==> config.mk <==
export PLATFORM = sky130hd
export DESIGN_NAME = dfsc_det3
export DESIGN_NICKNAME = d
export VERILOG_FILES = /design/src/hw/rtl/dfsc_pkg.sv /design/src/hw/rtl/dfsc_det3.sv
export SDC_FILE = /design/constraint.sdc
export NUM_CORES = 2
export LEC_CHECK = 0
export BUFFER_PORTS_ARGS = -buffer_cell sky130_fd_sc_hd__buf_2
export CAP_MARGIN = 20
export CORE_MARGIN = 2
export CORE_UTILIZATION = 41
export CTS_BUF_LIST = sky130_fd_sc_hd__clkbuf_4 sky130_fd_sc_hd__clkbuf_8
export CTS_CLUSTER_SIZE = 40
export DETAILED_ROUTE_END_ITERATION = 6
export HOLD_SLACK_MARGIN = 0.12
export PLACE_DENSITY = 0.67
export SLEW_MARGIN = 20
export SYNTH_ARGS = -nofsm -noshare
export SYNTH_HDL_FRONTEND = slang
export SYNTH_SLANG_ARGS = --single-unit
==> constraint.sdc <==
create_clock -name clk -period 57.7 [get_ports clk]
set_input_delay 2.885 -clock clk [delete_from_list [all_inputs] [get_ports clk]]
set_output_delay 2.885 -clock clk [all_outputs]
set_load 0.01 [all_outputs]
==> src/hw/rtl/dfsc_pkg.sv <==
// dfsc_pkg: widths, types, state codes and job table for the five-subset census
// no dependencies; every other file of the block imports it

package dfsc_pkg;

	localparam int MaxPoints = 256;
	localparam int CoordBits = 9;
	localparam int IdxW      = $clog2(MaxPoints);
	localparam int CntW      = IdxW + 1;
	localparam int LiftW     = 2 * CoordBits + 2;
	localparam int DiffW     = LiftW + 1;
	localparam int ProdW     = 2 * DiffW + 2;
	localparam int DetW      = 64;
	localparam int TallyW    = 63;
	localparam int FifoDepth = 4;
	localparam int FifoPtrW  = $clog2(FifoDepth);
	localparam int NumSlots  = 5;
	localparam int SlotW     = $clog2(NumSlots + 1);
	localparam int NumTerms  = 6;
	localparam int TermW     = $clog2(NumTerms);
	localparam int JobW      = 5;
	localparam int GroupJobs = 4;
	localparam int RankJobs  = 20;

	typedef logic [CoordBits-1:0]    coord_t;
	typedef logic [LiftW-1:0]        lift_t;
	typedef logic signed [DiffW-1:0] diff_t;
	typedef logic [SlotW-1:0]        slot_t;
	typedef logic [1:0]              col_t;
	typedef col_t [2:0]              col3_t;

	localparam col_t ColX = 2'd0;
	localparam col_t ColY = 2'd1;
	localparam col_t ColZ = 2'd2;
	localparam col_t ColW = 2'd3;

	typedef struct packed {
		coord_t x;
		coord_t y;
		coord_t z;
		lift_t  w;
	} point_t;

	typedef struct packed {
		point_t pt;
		logic   store;
		logic   last;
		logic   ovf;
	} item_t;

	typedef struct packed {
		logic         start;
		diff_t [8:0]  m;
		diff_t        scale;
	} det_req_t;

	typedef struct packed {
		logic            done;
		logic            zero;
		logic [DetW-1:0] val;
	} det_rsp_t;

	typedef enum logic [2:0] {
		D_IDLE,
		D_PROD,
		D_ACC,
		D_SCALE,
		D_DONE
	} det_state_t;

	typedef enum logic [2:0] {
		ST_LOAD,
		ST_FETCH,
		ST_JOB,
		ST_RUN,
		ST_NEXT,
		ST_OUT
	} back_state_t;

	typedef enum logic [1:0] {
		PH_DET,
		PH_FLAT,
		PH_RANK
	} phase_t;

	typedef struct packed {
		slot_t        base;
		slot_t [2:0]  rows;
		col3_t        cols;
		col_t         scol;
		logic         use_scale;
		logic         neg;
	} job_t;

	// the three columns left when one is struck out
	function automatic col3_t cols_without(input col_t c);
		col3_t r;
		case (c)
			ColX: begin
				r[0] = ColY; r[1] = ColZ; r[2] = ColW;
			end
			ColY: begin
				r[0] = ColX; r[1] = ColZ; r[2] = ColW;
			end
			ColZ: begin
				r[0] = ColX; r[1] = ColY; r[2] = ColW;
			end
			default: begin
				r[0] = ColX; r[1] = ColY; r[2] = ColZ;
			end
		endcase
		return r;
	endfunction

	// one 3x3 determinant job: rows are point slots minus the base slot
	function automatic job_t job_desc(input phase_t ph, input logic [JobW-1:0] jidx);
		job_t j;
		col_t c;
		logic [2:0] q;
		j = '0;
		c = jidx[1:0];
		q = jidx[4:2];
		case (ph)
			PH_DET: begin
				j.base = 3'd0;
				j.rows[0] = 3'd1; j.rows[1] = 3'd2; j.rows[2] = 3'd3;
				j.cols = cols_without(c);
				j.scol = c;
				j.use_scale = 1'b1;
				j.neg = ~c[0];
			end
			PH_FLAT: begin
				j.base = 3'd0;
				j.cols[0] = ColX; j.cols[1] = ColY; j.cols[2] = ColZ;
				case (c)
					2'd0: begin
						j.rows[0] = 3'd1; j.rows[1] = 3'd2; j.rows[2] = 3'd3;
					end
					2'd1: begin
						j.rows[0] = 3'd1; j.rows[1] = 3'd2; j.rows[2] = 3'd4;
					end
					2'd2: begin
						j.rows[0] = 3'd1; j.rows[1] = 3'd3; j.rows[2] = 3'd4;
					end
					default: begin
						j.rows[0] = 3'd2; j.rows[1] = 3'd3; j.rows[2] = 3'd4;
					end
				endcase
			end
			default: begin
				j.cols = cols_without(c);
				case (q)
					3'd0: begin
						j.base = 3'd0;
						j.rows[0] = 3'd1; j.rows[1] = 3'd2; j.rows[2] = 3'd3;
					end
					3'd1: begin
						j.base = 3'd0;
						j.rows[0] = 3'd1; j.rows[1] = 3'd2; j.rows[2] = 3'd4;
					end
					3'd2: begin
						j.base = 3'd0;
						j.rows[0] = 3'd1; j.rows[1] = 3'd3; j.rows[2] = 3'd4;
					end
					3'd3: begin
						j.base = 3'd0;
						j.rows[0] = 3'd2; j.rows[1] = 3'd3; j.rows[2] = 3'd4;
					end
					default: begin
						j.base = 3'd1;
						j.rows[0] = 3'd2; j.rows[1] = 3'd3; j.rows[2] = 3'd4;
					end
				endcase
			end
		endcase
		return j;
	endfunction

endpackage

==> src/hw/rtl/dfsc_det3.sv <==
// dfsc_det3: exact 3x3 determinant times a scale, one shared multiplier
// depends on dfsc_pkg

module dfsc_det3 import dfsc_pkg::*; (
	input  logic     clk,
	input  logic     arst_n,
	input  det_req_t req,
	output det_rsp_t rsp
);

	det_state_t                     st_q, st_d;
	logic [TermW-1:0]               term_q;
	diff_t [8:0]                    m_q;
	diff_t                          scale_q;
	logic signed [ProdW-1:0]        prod_q;
	logic [DetW-1:0]                acc_q;
	diff_t                          op1, op2, op3;
	logic signed [ProdW-1:0]        mul_a;
	diff_t                          mul_b;
	logic signed [ProdW+DiffW-1:0]  mul_p;
	logic                           neg;

	// sarrus terms: three positive, then three negative
	always_comb begin
		case (term_q)
			3'd0: begin
				op1 = m_q[0]; op2 = m_q[4]; op3 = m_q[8];
			end
			3'd1: begin
				op1 = m_q[1]; op2 = m_q[5]; op3 = m_q[6];
			end
			3'd2: begin
				op1 = m_q[2]; op2 = m_q[3]; op3 = m_q[7];
			end
			3'd3: begin
				op1 = m_q[2]; op2 = m_q[4]; op3 = m_q[6];
			end
			3'd4: begin
				op1 = m_q[0]; op2 = m_q[5]; op3 = m_q[7];
			end
			default: begin
				op1 = m_q[1]; op2 = m_q[3]; op3 = m_q[8];
			end
		endcase
	end

	assign neg   = term_q >= TermW'(NumTerms / 2);
	assign mul_p = mul_a * mul_b;

	always_comb begin
		st_d = st_q;
		case (st_q)
			D_IDLE:  st_d = req.start ? D_PROD : D_IDLE;
			D_PROD:  st_d = D_ACC;
			D_ACC:   st_d = (term_q == TermW'(NumTerms - 1)) ? D_SCALE : D_PROD;
			D_SCALE: st_d = D_DONE;
			D_DONE:  st_d = D_IDLE;
			default: st_d = D_IDLE;
		endcase
	end

	always_comb begin
		mul_a = '0;
		mul_b = '0;
		case (st_q)
			D_PROD: begin
				mul_a = ProdW'(op1);
				mul_b = op2;
			end
			D_ACC: begin
				mul_a = prod_q;
				mul_b = op3;
			end
			D_SCALE: begin
				mul_a = acc_q[ProdW-1:0];
				mul_b = scale_q;
			end
			default: begin
				mul_a = '0;
				mul_b = '0;
			end
		endcase
	end

	assign rsp.done = st_q == D_DONE;
	assign rsp.zero = acc_q == '0;
	assign rsp.val  = acc_q;

	always_ff @(posedge clk or negedge arst_n) begin
		if (!arst_n) begin
			st_q   <= D_IDLE;
			term_q <= '0;
		end else begin
			st_q <= st_d;
			if (st_q == D_IDLE) begin
				term_q <= '0;
			end else if (st_q == D_ACC) begin
				term_q <= term_q + 1'b1;
			end
		end
	end

	always_ff @(posedge clk) begin
		case (st_q)
			D_IDLE: begin
				if (req.start) begin
					m_q     <= req.m;
					scale_q <= req.scale;
					acc_q   <= '0;
				end
			end
			D_PROD:  prod_q <= mul_p[ProdW-1:0];
			D_ACC:   acc_q <= neg ? acc_q - mul_p[DetW-1:0] : acc_q + mul_p[DetW-1:0];
			D_SCALE: acc_q <= mul_p[DetW-1:0];
			default: acc_q <= acc_q;
		endcase
	end

endmodule

==> results.cfg <==
[status]
status = complete, no violations

[sta]
fmaxAchievable_ghz = 0.0668
post-route-period-util = 0.259
slew_headroom = 0.143
hold_ws_ns = 0.815
min_period_ns = 14.96
worst-slew-pin-transition_ns = 1.29
finClkSkew_ns = 0.0904
final_max_slew_viol_count = 0
setup-violations-final = 0
tns_ns = 0
hold_viol = 0
rsz0062_at_grt = no

[global_routing]
grt_pass1_vias = 41400
grt_antenna_before_repair = 13
grt_pass1_wl_mm = 255
gr-total-overflow = 0
grt_max_degree = 211
grtUsageTotal = 0.277

[clock_network]
cts_setup_buffers = 0
cts_resized = 0
numClockSinks = 324
cts-root-buf = clkbuf_8
postCtsHoldBufs = 0
cts_max_level = 2
clk_pin_slew_ns = 0.06
clkLatencyLatePin_ns = 0.70
cts_buffer_depth = 3
numCtsBuffers = 55
cts_tree = built

[cells_and_area]
stdcell_count = 7112
area_delta_synth_final_pct = 9.37
nNetsFinal = 6777
nFillCells = 11500
multi_input_area_um2 = 35000
drive_gt1_frac = 0.110
register_area_um2 = 9700
design_area_um2 = 53900

[worst_setup_path]
cp.arrival_ns = 15.37
critPathMaxFanout = 44
cp.required_ns = 58.11
worstSetupPathType = register to register
critical_path.endpoint_type = register
crit_path_top_delay_cell = nor4b_1
cpMostUsedCell = inv_1
cpPeakStageDelay_ns = 0.82
cp-start-kind = register

[placed_design]
placedInstanceArea_um2 = 52700
post-place-cells = 7002
hpwl_mm = 128
place_congestion = 0.988
io_buffers = 278

[logic_synthesis]
synthFlopType = edfxtp_1
yosys.area.top_type = fa_1
synth-seq-area-share = 0.197
postSynthAreaPerCell_um2 = 9.35
synth_top_area_share = 0.362
yosysMostFrequentCell = inv_1
synth_edf_count = 318
ys_warn_count = 0
ys_top_cells_by_count = 1,003 x inv_1, 890 x fa_1, 810 x nand2_1
synthArstFlopShare = 0.0185
synthesis.instances = 5272
syn-num-nets = 6600
syn_area_um2 = 49300
synth.distinct_cells = 99
ys_seq_elements = 324
ys_top_cells_by_area = fa_1 36%, edfxtp_1 19%, inv_1 7.6%

[die]
fp.dieW_um = 351
core_area_um2 = 119000
placement_rows = 127
initial_core_util = 0.412
die-area_um2 = 123000
die_h_um = 351
io_pins = 279

[route]
via_per_inst = 5.60
wire_per_inst_um = 23.5
drc = 0
first_pass_iters = 6
vias = 39900
detail-route-antenna-nets = 0
drt-initial-drc-count = 4067
wirelength_mm = 167

[min_path]
hp-class = register to register

[job]
cap_violations = 0
==> cell type report <==
| class | instances | share of cell area |
|---|---|---|
| multi-input combinational | 3673 | 0.650 |
| sequential | 324 | 0.180 |
| inverter | 1004 | 0.0700 |
| timing repair buffer | 391 | 0.0419 |
| tap | 1612 | 0.0374 |
| clock buffer | 64 | 0.0153 |
| clock inverter | 35 | 0.00476 |
| antenna | 9 | 0.000418 |
==> routing by layer <==
| layer | share of wire | wire (µm) | track usage | vias up |
|---|---|---|---|---|
| met2 | 0.47 | 78000 | 0.450 | 2061 |
| li1 | - | - | - | 17200 |
| met4 | 0.050 | 8270 | 0.113 | 4 |
| met5 | 0.00016 | 26 | 0 | - |
| met1 | 0.38 | 63400 | 0.352 | 20200 |
| met3 | 0.10 | 17200 | 0.0696 | 388 |
==> layout by cell type (no fill, tap or decap), types with 38 or more instances in the layout <==
| master | n |
|---|---|
| clkbuf_8 | 55 |
| ha_1 | 225 |
| o21ai_0 | 109 |
| nor2_1 | 389 |
| fa_1 | 890 |
| a22oi_1 | 81 |
| a221o_1 | 38 |
| xor2_1 | 76 |
| a21oi_1 | 198 |
| and2_1 | 40 |
| xnor2_1 | 90 |
| edfxtp_1 | 318 |
| nand3_1 | 42 |
| nor3_1 | 72 |
| nand2_1 | 809 |
| buf_4 | 106 |
| buf_2 | 283 |
| a21o_1 | 66 |
| inv_1 | 1002 |
==> per-stage QoR <==
step / worst slack (ns) / util
after floorplan: 32.45 / -
after global placement: 42.90 / 0.441
after CTS: 42.94 / 0.450
after detailed placement: 42.96 / 0.441
after global routing: 42.02 / 0.451
final: 42.74 / 0.451
==> path summary, 6_finish.rpt <==
check,from,endpoint,slack [ns],cells past startpoint
min in group asynchronous,arst_n,st_q[1],2.09,1
worst max-delay path,term_q[0],acc_q[57],42.74,49
worst min register to register,term_q[0],term_q[0],0.82,1
worst min-delay path,term_q[0],term_q[0],0.82,1
max in group asynchronous,arst_n,st_q[2],55.39,1
worst max register to register,term_q[0],acc_q[57],42.74,49
==> flip-flops by register name, summed over array words and instances (netlist names) <==
signal	flops
st_q	3
term_q	3
m_q	189
prod_q	44
scale_q	21
acc_q	64
==> kinds of logic after synthesis <==
family	synth area share
adders and majority gates	0.419
AOI/OAI and AO/OA	0.114
and+or+nand+nor	0.137
DFF	0.197
buffers and inverters	0.0975
muxes	0.00579
xor gates and xnor gates	0.0303
==> worst max-delay path, delay by kind of cell (launching register included) <==
kind	cells	cell delay (ns)
muxes	1	0.53
DFF	1	0.60
and+or+nand+nor	11	3.46
xor gates and xnor gates	3	0.57
buffers and inverters	11	1.61
AOI/OAI and AO/OA	13	3.27
adders and majority gates	10	4.61
Power is left out: the tool's default activity adds up to more than one toggle a clock period on the data nets, which glitch-free logic cannot reach.
