--- config.mk ---
export PLATFORM = sky130hd
export DESIGN_NAME = dfsc_fifo
export DESIGN_NICKNAME = d
export VERILOG_FILES = /design/src/hw/rtl/dfsc_pkg.sv /design/src/hw/rtl/dfsc_fifo.sv
export SDC_FILE = /design/constraint.sdc
export NUM_CORES = 1
export LEC_CHECK = 0
export ABC_AREA = 0
export BUFFER_PORTS_ARGS = -buffer_cell sky130_fd_sc_hd__buf_2
export CAP_MARGIN = 5
export CORE_MARGIN = 3
export CORE_UTILIZATION = 48
export DETAILED_ROUTE_END_ITERATION = 10
export PLACE_DENSITY = 0.69
export RECOVER_POWER = 100
export REMOVE_ABC_BUFFERS = 1
export SETUP_SLACK_MARGIN = 0.2
export SKIP_CTS_REPAIR_TIMING = 1
export SYNTH_ARGS = -nofsm -noshare
export SYNTH_HDL_FRONTEND = slang
export SYNTH_SLANG_ARGS = --single-unit
--- constraint.sdc ---
create_clock -name clk -period 6.2 [get_ports clk]
set_clock_uncertainty 0.2 [all_clocks]
set_input_delay 0.93 -clock clk [delete_from_list [all_inputs] [get_ports clk]]
set_output_delay 0.93 -clock clk [all_outputs]
set_load 0.02 [all_outputs]
--- src/hw/rtl/dfsc_pkg.sv ---
// dfsc_pkg: widths, types, state codes and job table for the five-subset census
// no dependencies; every other file of the block imports it

package dfsc_pkg;

	localparam int MaxPoints = 256;
	localparam int CoordBits = 9;
	localparam int IdxW      = $clog2(MaxPoints);
	localparam int CntW      = IdxW + 1;
	localparam int LiftW     = 2 * CoordBits + 2;
	localparam int DiffW     = LiftW + 1;
	localparam int ProdW     = 2 * DiffW + 2;
	localparam int DetW      = 64;
	localparam int TallyW    = 63;
	localparam int FifoDepth = 4;
	localparam int FifoPtrW  = $clog2(FifoDepth);
	localparam int NumSlots  = 5;
	localparam int SlotW     = $clog2(NumSlots + 1);
	localparam int NumTerms  = 6;
	localparam int TermW     = $clog2(NumTerms);
	localparam int JobW      = 5;
	localparam int GroupJobs = 4;
	localparam int RankJobs  = 20;

	typedef logic [CoordBits-1:0]    coord_t;
	typedef logic [LiftW-1:0]        lift_t;
	typedef logic signed [DiffW-1:0] diff_t;
	typedef logic [SlotW-1:0]        slot_t;
	typedef logic [1:0]              col_t;
	typedef col_t [2:0]              col3_t;

	localparam col_t ColX = 2'd0;
	localparam col_t ColY = 2'd1;
	localparam col_t ColZ = 2'd2;
	localparam col_t ColW = 2'd3;

	typedef struct packed {
		coord_t x;
		coord_t y;
		coord_t z;
		lift_t  w;
	} point_t;

	typedef struct packed {
		point_t pt;
		logic   store;
		logic   last;
		logic   ovf;
	} item_t;

	typedef struct packed {
		logic         start;
		diff_t [8:0]  m;
		diff_t        scale;
	} det_req_t;

	typedef struct packed {
		logic            done;
		logic            zero;
		logic [DetW-1:0] val;
	} det_rsp_t;

	typedef enum logic [2:0] {
		D_IDLE,
		D_PROD,
		D_ACC,
		D_SCALE,
		D_DONE
	} det_state_t;

	typedef enum logic [2:0] {
		ST_LOAD,
		ST_FETCH,
		ST_JOB,
		ST_RUN,
		ST_NEXT,
		ST_OUT
	} back_state_t;

	typedef enum logic [1:0] {
		PH_DET,
		PH_FLAT,
		PH_RANK
	} phase_t;

	typedef struct packed {
		slot_t        base;
		slot_t [2:0]  rows;
		col3_t        cols;
		col_t         scol;
		logic         use_scale;
		logic         neg;
	} job_t;

	// the three columns left when one is struck out
	function automatic col3_t cols_without(input col_t c);
		col3_t r;
		case (c)
			ColX: begin
				r[0] = ColY; r[1] = ColZ; r[2] = ColW;
			end
			ColY: begin
				r[0] = ColX; r[1] = ColZ; r[2] = ColW;
			end
			ColZ: begin
				r[0] = ColX; r[1] = ColY; r[2] = ColW;
			end
			default: begin
				r[0] = ColX; r[1] = ColY; r[2] = ColZ;
			end
		endcase
		return r;
	endfunction

	// one 3x3 determinant job: rows are point slots minus the base slot
	function automatic job_t job_desc(input phase_t ph, input logic [JobW-1:0] jidx);
		job_t j;
		col_t c;
		logic [2:0] q;
		j = '0;
		c = jidx[1:0];
		q = jidx[4:2];
		case (ph)
			PH_DET: begin
				j.base = 3'd0;
				j.rows[0] = 3'd1; j.rows[1] = 3'd2; j.rows[2] = 3'd3;
				j.cols = cols_without(c);
				j.scol = c;
				j.use_scale = 1'b1;
				j.neg = ~c[0];
			end
			PH_FLAT: begin
				j.base = 3'd0;
				j.cols[0] = ColX; j.cols[1] = ColY; j.cols[2] = ColZ;
				case (c)
					2'd0: begin
						j.rows[0] = 3'd1; j.rows[1] = 3'd2; j.rows[2] = 3'd3;
					end
					2'd1: begin
						j.rows[0] = 3'd1; j.rows[1] = 3'd2; j.rows[2] = 3'd4;
					end
					2'd2: begin
						j.rows[0] = 3'd1; j.rows[1] = 3'd3; j.rows[2] = 3'd4;
					end
					default: begin
						j.rows[0] = 3'd2; j.rows[1] = 3'd3; j.rows[2] = 3'd4;
					end
				endcase
			end
			default: begin
				j.cols = cols_without(c);
				case (q)
					3'd0: begin
						j.base = 3'd0;
						j.rows[0] = 3'd1; j.rows[1] = 3'd2; j.rows[2] = 3'd3;
					end
					3'd1: begin
						j.base = 3'd0;
						j.rows[0] = 3'd1; j.rows[1] = 3'd2; j.rows[2] = 3'd4;
					end
					3'd2: begin
						j.base = 3'd0;
						j.rows[0] = 3'd1; j.rows[1] = 3'd3; j.rows[2] = 3'd4;
					end
					3'd3: begin
						j.base = 3'd0;
						j.rows[0] = 3'd2; j.rows[1] = 3'd3; j.rows[2] = 3'd4;
					end
					default: begin
						j.base = 3'd1;
						j.rows[0] = 3'd2; j.rows[1] = 3'd3; j.rows[2] = 3'd4;
					end
				endcase
			end
		endcase
		return j;
	endfunction

endpackage

--- src/hw/rtl/dfsc_fifo.sv ---
// dfsc_fifo: short queue of classified points between front and back
// depends on dfsc_pkg

module dfsc_fifo import dfsc_pkg::*; (
	input  logic  clk,
	input  logic  arst_n,
	input  item_t push_item,
	input  logic  push_valid,
	output logic  push_ready,
	output item_t pop_item,
	output logic  pop_valid,
	input  logic  pop_ready
);

	item_t                 buf_q [FifoDepth];
	logic [FifoPtrW-1:0]   wr_ptr_q;
	logic [FifoPtrW-1:0]   rd_ptr_q;
	logic [FifoPtrW:0]     fill_q;
	logic                  push;
	logic                  pop;

	assign push_ready = fill_q != (FifoPtrW+1)'(FifoDepth);
	assign pop_valid  = fill_q != '0;
	assign pop_item   = buf_q[rd_ptr_q];
	assign push       = push_valid & push_ready;
	assign pop        = pop_valid & pop_ready;

	always_ff @(posedge clk) begin
		if (push) begin
			buf_q[wr_ptr_q] <= push_item;
		end
	end

	always_ff @(posedge clk or negedge arst_n) begin
		if (!arst_n) begin
			wr_ptr_q <= '0;
			rd_ptr_q <= '0;
			fill_q   <= '0;
		end else begin
			if (push) begin
				wr_ptr_q <= wr_ptr_q + 1'b1;
			end
			if (pop) begin
				rd_ptr_q <= rd_ptr_q + 1'b1;
			end
			case ({push, pop})
				2'b10:   fill_q <= fill_q + 1'b1;
				2'b01:   fill_q <= fill_q - 1'b1;
				default: fill_q <= fill_q;
			endcase
		end
	end

endmodule

==> results of run 1 <==
cell usage in the layout, fill, tap and decap left out:
| cell type | count |
|---|---|
| dfrtp_4 | 1 |
| fa_1 | 1 |
| buf_2 | 2 |
| mux2i_1 | 1 |
| and2_0 | 1 |
| bufinv_16 | 2 |
| or3b_1 | 1 |
| inv_1 | 6 |
| edfxtp_1 | 200 |
| or3_2 | 1 |
| nand2_1 | 1 |
| ha_1 | 5 |
| mux2_4 | 1 |
| dfrtp_2 | 1 |
| xnor2_1 | 3 |
| nor2_1 | 1 |
| o31a_2 | 1 |
| clkinv_2 | 3 |
| buf_4 | 1 |
| xor2_1 | 3 |
| clkbuf_16 | 23 |
| clkinv_1 | 4 |
| clkbuf_1 | 110 |
| and3_2 | 4 |
| clkinvlp_4 | 1 |
| dfrtp_1 | 5 |
| clkbuf_8 | 4 |
| mux4_2 | 50 |
Yosys cell counts, drive strengths merged:
cell	number
edfxtp	200
mux4	50
buf	7
dfrtp	7
inv	6
clkbuf	5
ha	5
and3	4
xnor2	3
xor2	3
and2	1
fa	1
mux2	1
mux2i	1
nand2	1
nor2	1
o31a	1
or3	1
or3b	1
sequential cells by signal (all words and copies together), names as in the netlist:
register / count
buf_q: 200
fill_q: 3
rd_ptr_q: 2
wr_ptr_q: 2
per-stage QoR:
step / hold slack [ps] / util (%) / setup WS (ps)
floorplan: 269 / - / 2260
global placement: 302 / 54.6 / 3040
detailed placement: 327 / 54.6 / 3040
CTS: 61.9 / 59.4 / 2520
global route: 153 / 58.5 / 1930
finish: 144 / 58.5 / 2300
critical path: stages (launching register included):
cell	delay, ps
dfrtp_1	420
or3b_1	270
and3_2	190
clkbuf_1	2330
area by class of cell:
class | count | share of cell area (%)
clock inverters | 10 | 1.09
flip-flops and latches | 207 | 68.8
clock buffers | 30 | 7.14
inverters | 6 | 0.251
well taps | 211 | 2.94
repair buffers | 110 | 4.66
multi-input cells | 74 | 15.1
final timing paths:
kind                           endpoint  slack, ps  cells past startpoint      start
min                         wr_ptr_q[1]        140                      1     arst_n
min reg2reg                   fill_q[2]        350                      1  fill_q[2]
max in group asynchronous   rd_ptr_q[0]       5330                      1     arst_n
min in group clk              fill_q[2]        350                      1  fill_q[2]
max reg2reg                buf_q[2][28]       2300                      3  fill_q[2]
max                        buf_q[2][28]       2300                      3  fill_q[2]
where the power goes:
group          leakage (nW)  switching (mW)  internal, mW
logic                 0.600           0.746         0.492
clock network         0.362           0.484         0.804
registers              1.91           0.181          1.88
layer usage:
metal  up-vias  GRT usage [%]  wire length [um]
met5         -              0                13
met1      1813           19.4              5410
met2        94           25.5              6530
met3        16           4.54               932
met4         2           4.20               154
li1       1515              -                 -
cell families after synthesis:
| group | count (synthesis) | synth area share, % |
|---|---|---|
| AOI/OAI and AO/OA | 1 | 0.131 |
| xor gates and xnor gates | 6 | 0.690 |
| adders and majority gates | 6 | 1.08 |
| buffers and inverters | 18 | 1.03 |
| DFF | 207 | 81.1 |
| muxes | 52 | 15.1 |
| and+or+nand+nor | 9 | 0.854 |
==> summary.md, run 1 <==
| Metric | Value |
|---|---|
| First-pass GRT wire length | 20.6 mm |
| Core area | 0.0154 mm^2 |
| Max-cap violations | 4 |
| Post-route insts no fill | 648 |
| Die height | 132 um |
| Overall die width | 132 um |
| Tmin final | 3900 ps |
| Synthesized area per cell | 25.5 um^2 |
| Vias in the first global route | 3811 |
| VDD IR max | 0.381 mV |
| Clock latency on the worst-skew pair | 480 ps |
| Hold Fails Final Rpt | 0 |
| Total global routing overflow | 0 |
| Worst min path class | in2async |
| Register bit total from synthesis | 207 |
| Antenna-violating nets left | 0 |
| Buffers on Ports | 105 |
| Combined area of the multi-input logic cells | 0.00136 mm^2 |
| Leading area contributor after synthesis | edfxtp_1 |
| Fillers | 1197 |
| Area Growth Syn to Fin | 17.9% |
| Peak Freq | 256 MHz |
| Synth top area cells | edfxtp_1 (79%), mux4_2 (15%), dfrtp_1 (2.3%), ha_1 (0.82%), buf_2 (0.39%) |
| Slew HR | -121% |
| # clock sinks | 207 |
| Power per Cell Area | 511 mW/mm^2 |
| Clk root buf | clkbuf_16 |
| DR DRC count | 0 |
| LEAKAGE | 2.87 nW |
| Kind of critical path | reg2reg |
| Starting density of the core | 49.6% |
| Seq/Total Area, Yosys | 81.1% |
| Initial antenna violation count | 1 |
| Clock-pin slew on the worst setup and hold paths | 60 ps |
| Startpoint types | register |
| Starting DRT DRC Count | 175 |
| Req. time, crit path | 6020 ps |
| H-tree levels | 1 |
| RSZ-0062 raised after global routing | false |
| Sequential cell area | 0.00619 mm^2 |
| Critical Path AT | 3720 ps |
| Final net count | 481 |
| Post-synthesis instance total | 299 |
| Die ar. | 0.0174 mm^2 |
| Least-Margin Pin Slew | 3310 ps |
| Inserted Diodes | 0 |
| WL per Instance | 20.1 um |
| Fin area | 0.00899 mm^2 |
| Placed Area | 0.00840 mm^2 |
| Deepest clock path buffer count | 3 |
| Vias/cell | 5.31 |
| TritonRoute pass-1 iters | 6 |
| CTS tree | done |
| Highest net fanout along the worst path | 50 |
| Setup TNS | 0 ps |
| Mapped Area | 0.00762 mm^2 |
| Failing checks | max-capacitance violations, max-slew violations |
| Status | finished with violations |
| Yosys top cell area share | 78.8% |
| Num rows | 45 |
| Final setup fails | 0 |
| Placed cells | 608 |
| Vias | 3440 |
| Cts bufs inserted | 22 |
| Largest net degree at the start of global routing | 53 |
| Endpoint class of the critical path | register |
| Synth cell types | 20 |
| Synth warnings | 0 |
| Tcrit/Tclk final | 62.9% |
| Overall global routing resource usage | 15.1% |
| I/O Pins | 106 |
| Placer Congestion | 0.681 |
| Tot Pwr | 4.59 mW |
| Post-detail-place hpwl | 7.22 mm |
| Count of pins over their slew limit | 204 |
| WL final | 13.0 mm |
| Share of cells above drive strength 1 | 21.7% |
Power figures use the tool's default switching activity.
==> inputs of run 2 (changes only) <==
Clock period 6.2 ns to 3.8 ns, I/O delays scaled along.
==> run 2 against run 1 <==
The run now ends clean. Utilization fell by 0.55 points. Clock power up 43%. Critical path depth did not move. Highest routed layer unchanged.
==> summary.md, run 2 (same netlist as run 1, synthesis figures left out) <==
| Metric | Value |
|---|---|
| Worst hold slack | 149 ps (+5.57 ps) |
| Die height | 132 um (unchanged) |
| First-pass GRT wire length | 21.1 mm (+2.7%) |
| Vias in the first global route | 3881 (+1.8%) |
| Initial antenna violation count | 1 (unchanged) |
| # clock sinks | 207 (unchanged) |
| Critical Path AT | 2540 ps (-1180 ps) |
| Largest register by flop count | buf_q |
| LEAKAGE | 2.84 nW (-1.1%) |
| Antenna-violating nets left | 0 (unchanged) |
| Clock latency on the worst-skew pair | 470 ps (about the same) |
| WL final | 13.2 mm (+1.0%) |
| Placed cells | 610 (+0.33%) |
| H-tree levels | 1 (unchanged) |
| Commonest non-fill, non-tap cell in the layout | edfxtp_1 |
| Die ar. | 0.0174 mm^2 (unchanged) |
| Deepest clock path buffer count | 3 (unchanged) |
| Tmin final | 3310 ps |
| Reg power frac | 45.4% (+0.4 points) |
| Sw power | 2.27 mW (+61%) |
| Post-detail-place hpwl | 7.99 mm (+11%) |
| Endpoint class of the critical path | primary output |
| Overall die width | 132 um (unchanged) |
| Placer Congestion | 0.680 (-0.22%) |
| Req. time, crit path | 3030 ps (-2990 ps) |
| Max FFs per register | 200 (unchanged) |
| Placed Area | 0.00847 mm^2 (+0.92%) |
| Buffers on Ports | 105 (unchanged) |
| Cts bufs inserted | 21 (-4.5%) |
| CTS tree | done |
| Sw frac | 31.5% (+0.78 points) |
| Max-cap violations | 0 (-4) |
| Num rows | 45 (unchanged) |
| Overall global routing resource usage | 15.6% (+0.43 points) |
| Least-Margin Pin Slew | 1300 ps (-2010 ps) |
| Clk root buf | clkbuf_16 |
| Largest net degree at the start of global routing | 32 (-40%) |
| I/O Pins | 106 (unchanged) |
| Highest net fanout along the worst path | 28 (-44%) |
| Worst min path class | in2reg |
| Peak Freq | 302 MHz |
| Final net count | 483 (+0.42%) |
| Share of cells above drive strength 1 | 20.8% (-0.92 points) |
| Post-route insts no fill | 648 (unchanged) |
| Fillers | 1182 (-1.3%) |
| Total global routing overflow | 0 (unchanged) |
| Starting DRT DRC Count | 193 (+10%) |
| Core area | 0.0154 mm^2 (unchanged) |
| P_int | 4.95 mW (+55%) |
| Setup TNS | 0 ps (unchanged) |
| Count of pins over their slew limit | 0 (-100%) |
| VDD IR max | 0.491 mV (+29%) |
| Clock-pin slew on the worst setup and hold paths | 60 ps (about the same) |
| Starting density of the core | 49.6% (unchanged) |
| Startpoint types | register |
| Most frequent cells in the layout | edfxtp_1 (200), clkbuf_1 (106), mux4_2 (50) |
| Tcrit/Tclk final | 87.2% |
| Power per Cell Area | 811 mW/mm^2 (+59%) |
| Hold Fails Final Rpt | 0 (unchanged) |
| TritonRoute pass-1 iters | 4 (-2) |
| Top Registers | buf_q x200, fill_q x3 |
| Kind of critical path | reg2out |
| Vias | 3420 (-0.58%) |
| Status | complete, no violations |
| Vias/cell | 5.28 (-0.58%) |
| Clk pwr share | 25.6% (-2.5 points) |
| Fin area | 0.00890 mm^2 (-0.93%) |
| WL per Instance | 20.3 um (+1.0%) |
| DR DRC count | 0 (unchanged) |
| Final setup fails | 0 (unchanged) |
| RSZ-0062 raised after global routing | false |
| Comb power frac | 29.0% (+2.0 points) |
| Area Growth Syn to Fin | 16.8% |
| Slew HR | 13.1% (+130 points) |
| Inserted Diodes | 0 (unchanged) |
[run 2: changes by cell type in the layout (fill, tap and decap cells not counted), sizes merged]
cell,delta
clkbuf,-5
buf,+3
bufinv,-1
clkinv,+1
clkinvlp,+1
dlygate4sd3,+1
[run 2: area by class of cell]
cell class                 count  area, um^2  share of cell area (%)
clock inverter                11        76.3                   0.857
sequential                   207        6190                    69.5
timing repair buffer         113         459                    5.16
clock buffer                  26         544                    6.11
multi-input combinational     74        1350                    15.2
tap                          211         264                    2.97
inverter                       6        22.5                   0.253
[run 2: per-layer routing]
layer | share of wire [%] | wire length, um | GRT usage [%] | vias up
li1 | - | - | - | 1527
met1 | 43 | 5600 | 20.7 | 1782
met2 | 50 | 6560 | 26.2 | 86
met3 | 5.7 | 745 | 4.01 | 23
met4 | 1.9 | 253 | 3.68 | 2
met5 | 0.083 | 11 | 0 | -
[run 2: worst paths after layout]
kind                                 to  slack (ps)  cells after the start           from
max                        pop_item[16]         490                      3    rd_ptr_q[1]
min in group asynchronous   wr_ptr_q[0]         340                      2         arst_n
max in group asynchronous   rd_ptr_q[0]        2740                      2         arst_n
max reg2reg                buf_q[2][36]         710                      3      fill_q[2]
min reg2reg                   fill_q[2]         310                      1      fill_q[2]
min                        buf_q[0][47]         150                      1  push_item[47]
[run 2: per-stage QoR]
step | setup WS, ps | util, % | power, mW
final | 486 | 57.9 | 7.22
after global routing | 340 | 57.9 | 7.61
after CTS | 651 | 59.2 | 7.50
after detailed placement | 1160 | 55.1 | 5.63
after global placement | 1170 | 55.1 | 5.60
after floorplan | 221 | - | 4.81
[run 2: power groups by stage]
stage	combinational (mW)	clock, mW	sequential [mW]
after floorplan	1.47	0	3.34
after global placement	2.29	0	3.30
after detailed placement	2.30	0	3.33
after CTS	2.31	1.90	3.29
after global routing	2.27	1.99	3.35
final	2.09	1.85	3.28
[run 2: critical path: stages, from the launching register on]
cell,delay (ps)
dfrtp_2,820
clkbuf_1,620
mux4_2,430
clkbuf_1,190
==> inputs of run 3 (changes only) <==
Settings changed: CORE_UTILIZATION 48 to 30, CTS_CLUSTER_DIAMETER set to 30, PLACE_DENSITY 0.69 to not set, REMOVE_ABC_BUFFERS 1 to not set.
==> run 3 against run 2 <==
Clock power grew 100%. Total power is 28% higher. First-iteration DRC count grew 23%. Critical path depth unchanged. Count of clock-buffer cells in the layout increased by 22. Final cell count increased by 25%. Register-to-register slack worse by 180 ps. Die area grew 57%. Cell area grew 12%. Combinational power up 5%. Worst setup slack better by 45 ps. Largest cell class unchanged. Largest power group is now the clock network. Highest routed layer is now met4.
==> summary.md, run 3 (same netlist as run 1, synthesis figures left out) <==
| Metric | Value |
|---|---|
| Cts bufs inserted | 46 (+120%) |
| LEAKAGE | 3.27 nW (+15%) |
| Total global routing overflow | 0 (unchanged) |
| Buffers on Ports | 105 (unchanged) |
| Critical Path AT | 3200 ps (+660 ps) |
| I/O Pins | 106 (unchanged) |
| Status | complete, no violations |
| Tmin final | 3270 ps (-44.5 ps) |
| First-pass GRT wire length | 23.4 mm (+11%) |
| Starting DRT DRC Count | 237 (+23%) |
| Count of pins over their slew limit | 0 (unchanged) |
| Placer Congestion | 0.680 (about the same) |
| CTS tree | done |
| Largest register by flop count | buf_q |
| FF-to-FF setup slack | 530 ps (-180 ps) |
| Area Growth Syn to Fin | 30.4% |
| Pre-CTS setup slack | 1110 ps (-58.3 ps) |
| Reg2reg start | fill_q[0] |
| Max FFs per register | 200 (unchanged) |
| Initial antenna violation count | 0 (-1) |
| Vias | 3604 (+5.4%) |
| TritonRoute pass-1 iters | 4 (unchanged) |
| Die ar. | 0.0274 mm^2 (+57%) |
| Vias in the first global route | 4122 (+6.2%) |
| Deepest clock path buffer count | 3 (unchanged) |
| Worst min path class | in2reg |
| Highest net fanout along the worst path | 28 (unchanged) |
| Share of cells above drive strength 1 | 29.0% (+8.2 points) |
| Core area | 0.0247 mm^2 (+61%) |
| Die height | 165 um (+25%) |
| Final worst setup slack | 530 ps (+44.5 ps) |
| Startpoint types | register |
| WL final | 15.5 mm (+17%) |
| Num rows | 57 (+27%) |
| RSZ-0062 raised after global routing | false |
| VDD IR max | 0.527 mV (+7.3%) |
| Setup TNS | 0 ps (unchanged) |
| Antenna-violating nets left | 0 (unchanged) |
| Starting density of the core | 30.9% (-19 points) |
| Clk root buf | clkbuf_16 |
| DR DRC count | 0 (unchanged) |
| Most frequent cells in the layout | edfxtp_1 (200), clkbuf_1 (105), mux4_2 (50) |
| Max-cap violations | 0 (unchanged) |
| Commonest non-fill, non-tap cell in the layout | edfxtp_1 |
| Inserted Diodes | 0 (unchanged) |
| Req. time, crit path | 3730 ps (+700 ps) |
| CP max stage delay | 1110 ps (+290 ps) |
| Final net count | 507 (+5.0%) |
| Tcrit/Tclk final | 86.0% (-1.2 points) |
| Largest net degree at the start of global routing | 32 (unchanged) |
| CP startpoint | fill_q[0] |
| Slew HR | 8.22% (-4.9 points) |
| Kind of critical path | reg2reg |
| Top Registers | buf_q x200, fill_q x3 |
| Least-Margin Pin Slew | 1380 ps (+72.9 ps) |
| Clock latency on the worst-skew pair | 510 ps (+40 ps) |
| Hold Fails Final Rpt | 0 (unchanged) |
| Worst-path cell chain | or3b_1 -> and3_1 -> clkbuf_2 |
| Overall global routing resource usage | 11.5% (-4.1 points) |
| Power per Cell Area | 926 mW/mm^2 (+14%) |
| Endpoint class of the critical path | register |
| Syn_nets | 359 |
| Clock-pin slew on the worst setup and hold paths | 50 ps (about the same) |
| Startpoint of the worst hold path | push_item[35] |
| # clock sinks | 207 (unchanged) |
| Post-detail-place hpwl | 8.72 mm (+9.1%) |
| WL per Instance | 19.2 um (-5.7%) |
| H-tree levels | 2 (+1) |
| Peak Freq | 306 MHz (+1.4%) |
| Vias/cell | 4.47 (-15%) |
| Overall die width | 165 um (+25%) |
| Critical Path Slowest Stage Cell | and3_1 |
| Final setup fails | 0 (unchanged) |
==> run 3: changes by cell type in the layout (fill, tap and decap cells not counted), moves of 2 or more <==
| cell | before | now |
|---|---|---|
| clkinv_1 | 7 | 5 |
| inv_6 | 0 | 7 |
| bufinv_16 | 1 | 4 |
| clkinvlp_4 | 2 | 6 |
| clkbuf_16 | 21 | 46 |
| clkinv_2 | 1 | 7 |
| clkinv_4 | 0 | 6 |
| buf_2 | 5 | 2 |
==> run 3: final cells by class <==
cell class	count	area, um^2
timing repair buffer	112	467
clock inverter	36	349
clock buffer	48	1160
sequential	207	6190
inverter	6	22.5
fill	2273	14700
multi-input combinational	74	1350
tap	324	405
==> run 3: path summary, 6_finish.rpt <==
path,to,cells past startpoint
worst min register to register,fill_q[2],1
min in group asynchronous,fill_q[2],2
max in group asynchronous,rd_ptr_q[0],2
worst min-delay path,buf_q[1][35],1
worst max register to register,buf_q[0][6],3
worst max-delay path,buf_q[0][6],3
==> run 3: power breakdown <==
part	total, mW	leakage (nW)	switching (mW)	internal (mW)
registers	3.28	1.91	0.236	3.05
clock network	3.74	0.725	1.24	2.50
logic	2.19	0.633	1.35	0.841
==> run 3: metal layers <==
layer / routed length (um) / part of all wire (%) / GRT usage, % / vias up
met5: 0 / 0 / 0 / -
met1: 5990 / 39 / 13.1 / 1890
met3: 990 / 6.4 / 3.57 / 27
met4: 300 / 1.9 / 4.16 / 0
met2: 8200 / 53 / 20.2 / 106
li1: - / - / - / 1581
==> run 3: worst max-delay path, delay by kind of cell (launching register included) <==
kind                   cells  cell delay, ps
AND/OR/NAND/NOR            2            1360
buffers and inverters      1             870
flip-flops                 1             430
==> run 3: per-stage QoR <==
step | utilization (%) | cells | hold slack, ps | cell area (um^2) | power, mW
after detailed placement | 34.9 | 722 | 225 | 8620 | 5.73
final | 40.3 | 807 | 116 | 9940 | 9.21
after CTS | 41.0 | 806 | -324 | 10100 | 9.53
after global placement | 34.9 | 722 | 214 | 8620 | 5.66
after global routing | 40.3 | 807 | 113 | 9940 | 9.67
after floorplan | - | 299 | 74.4 | 7620 | 4.83
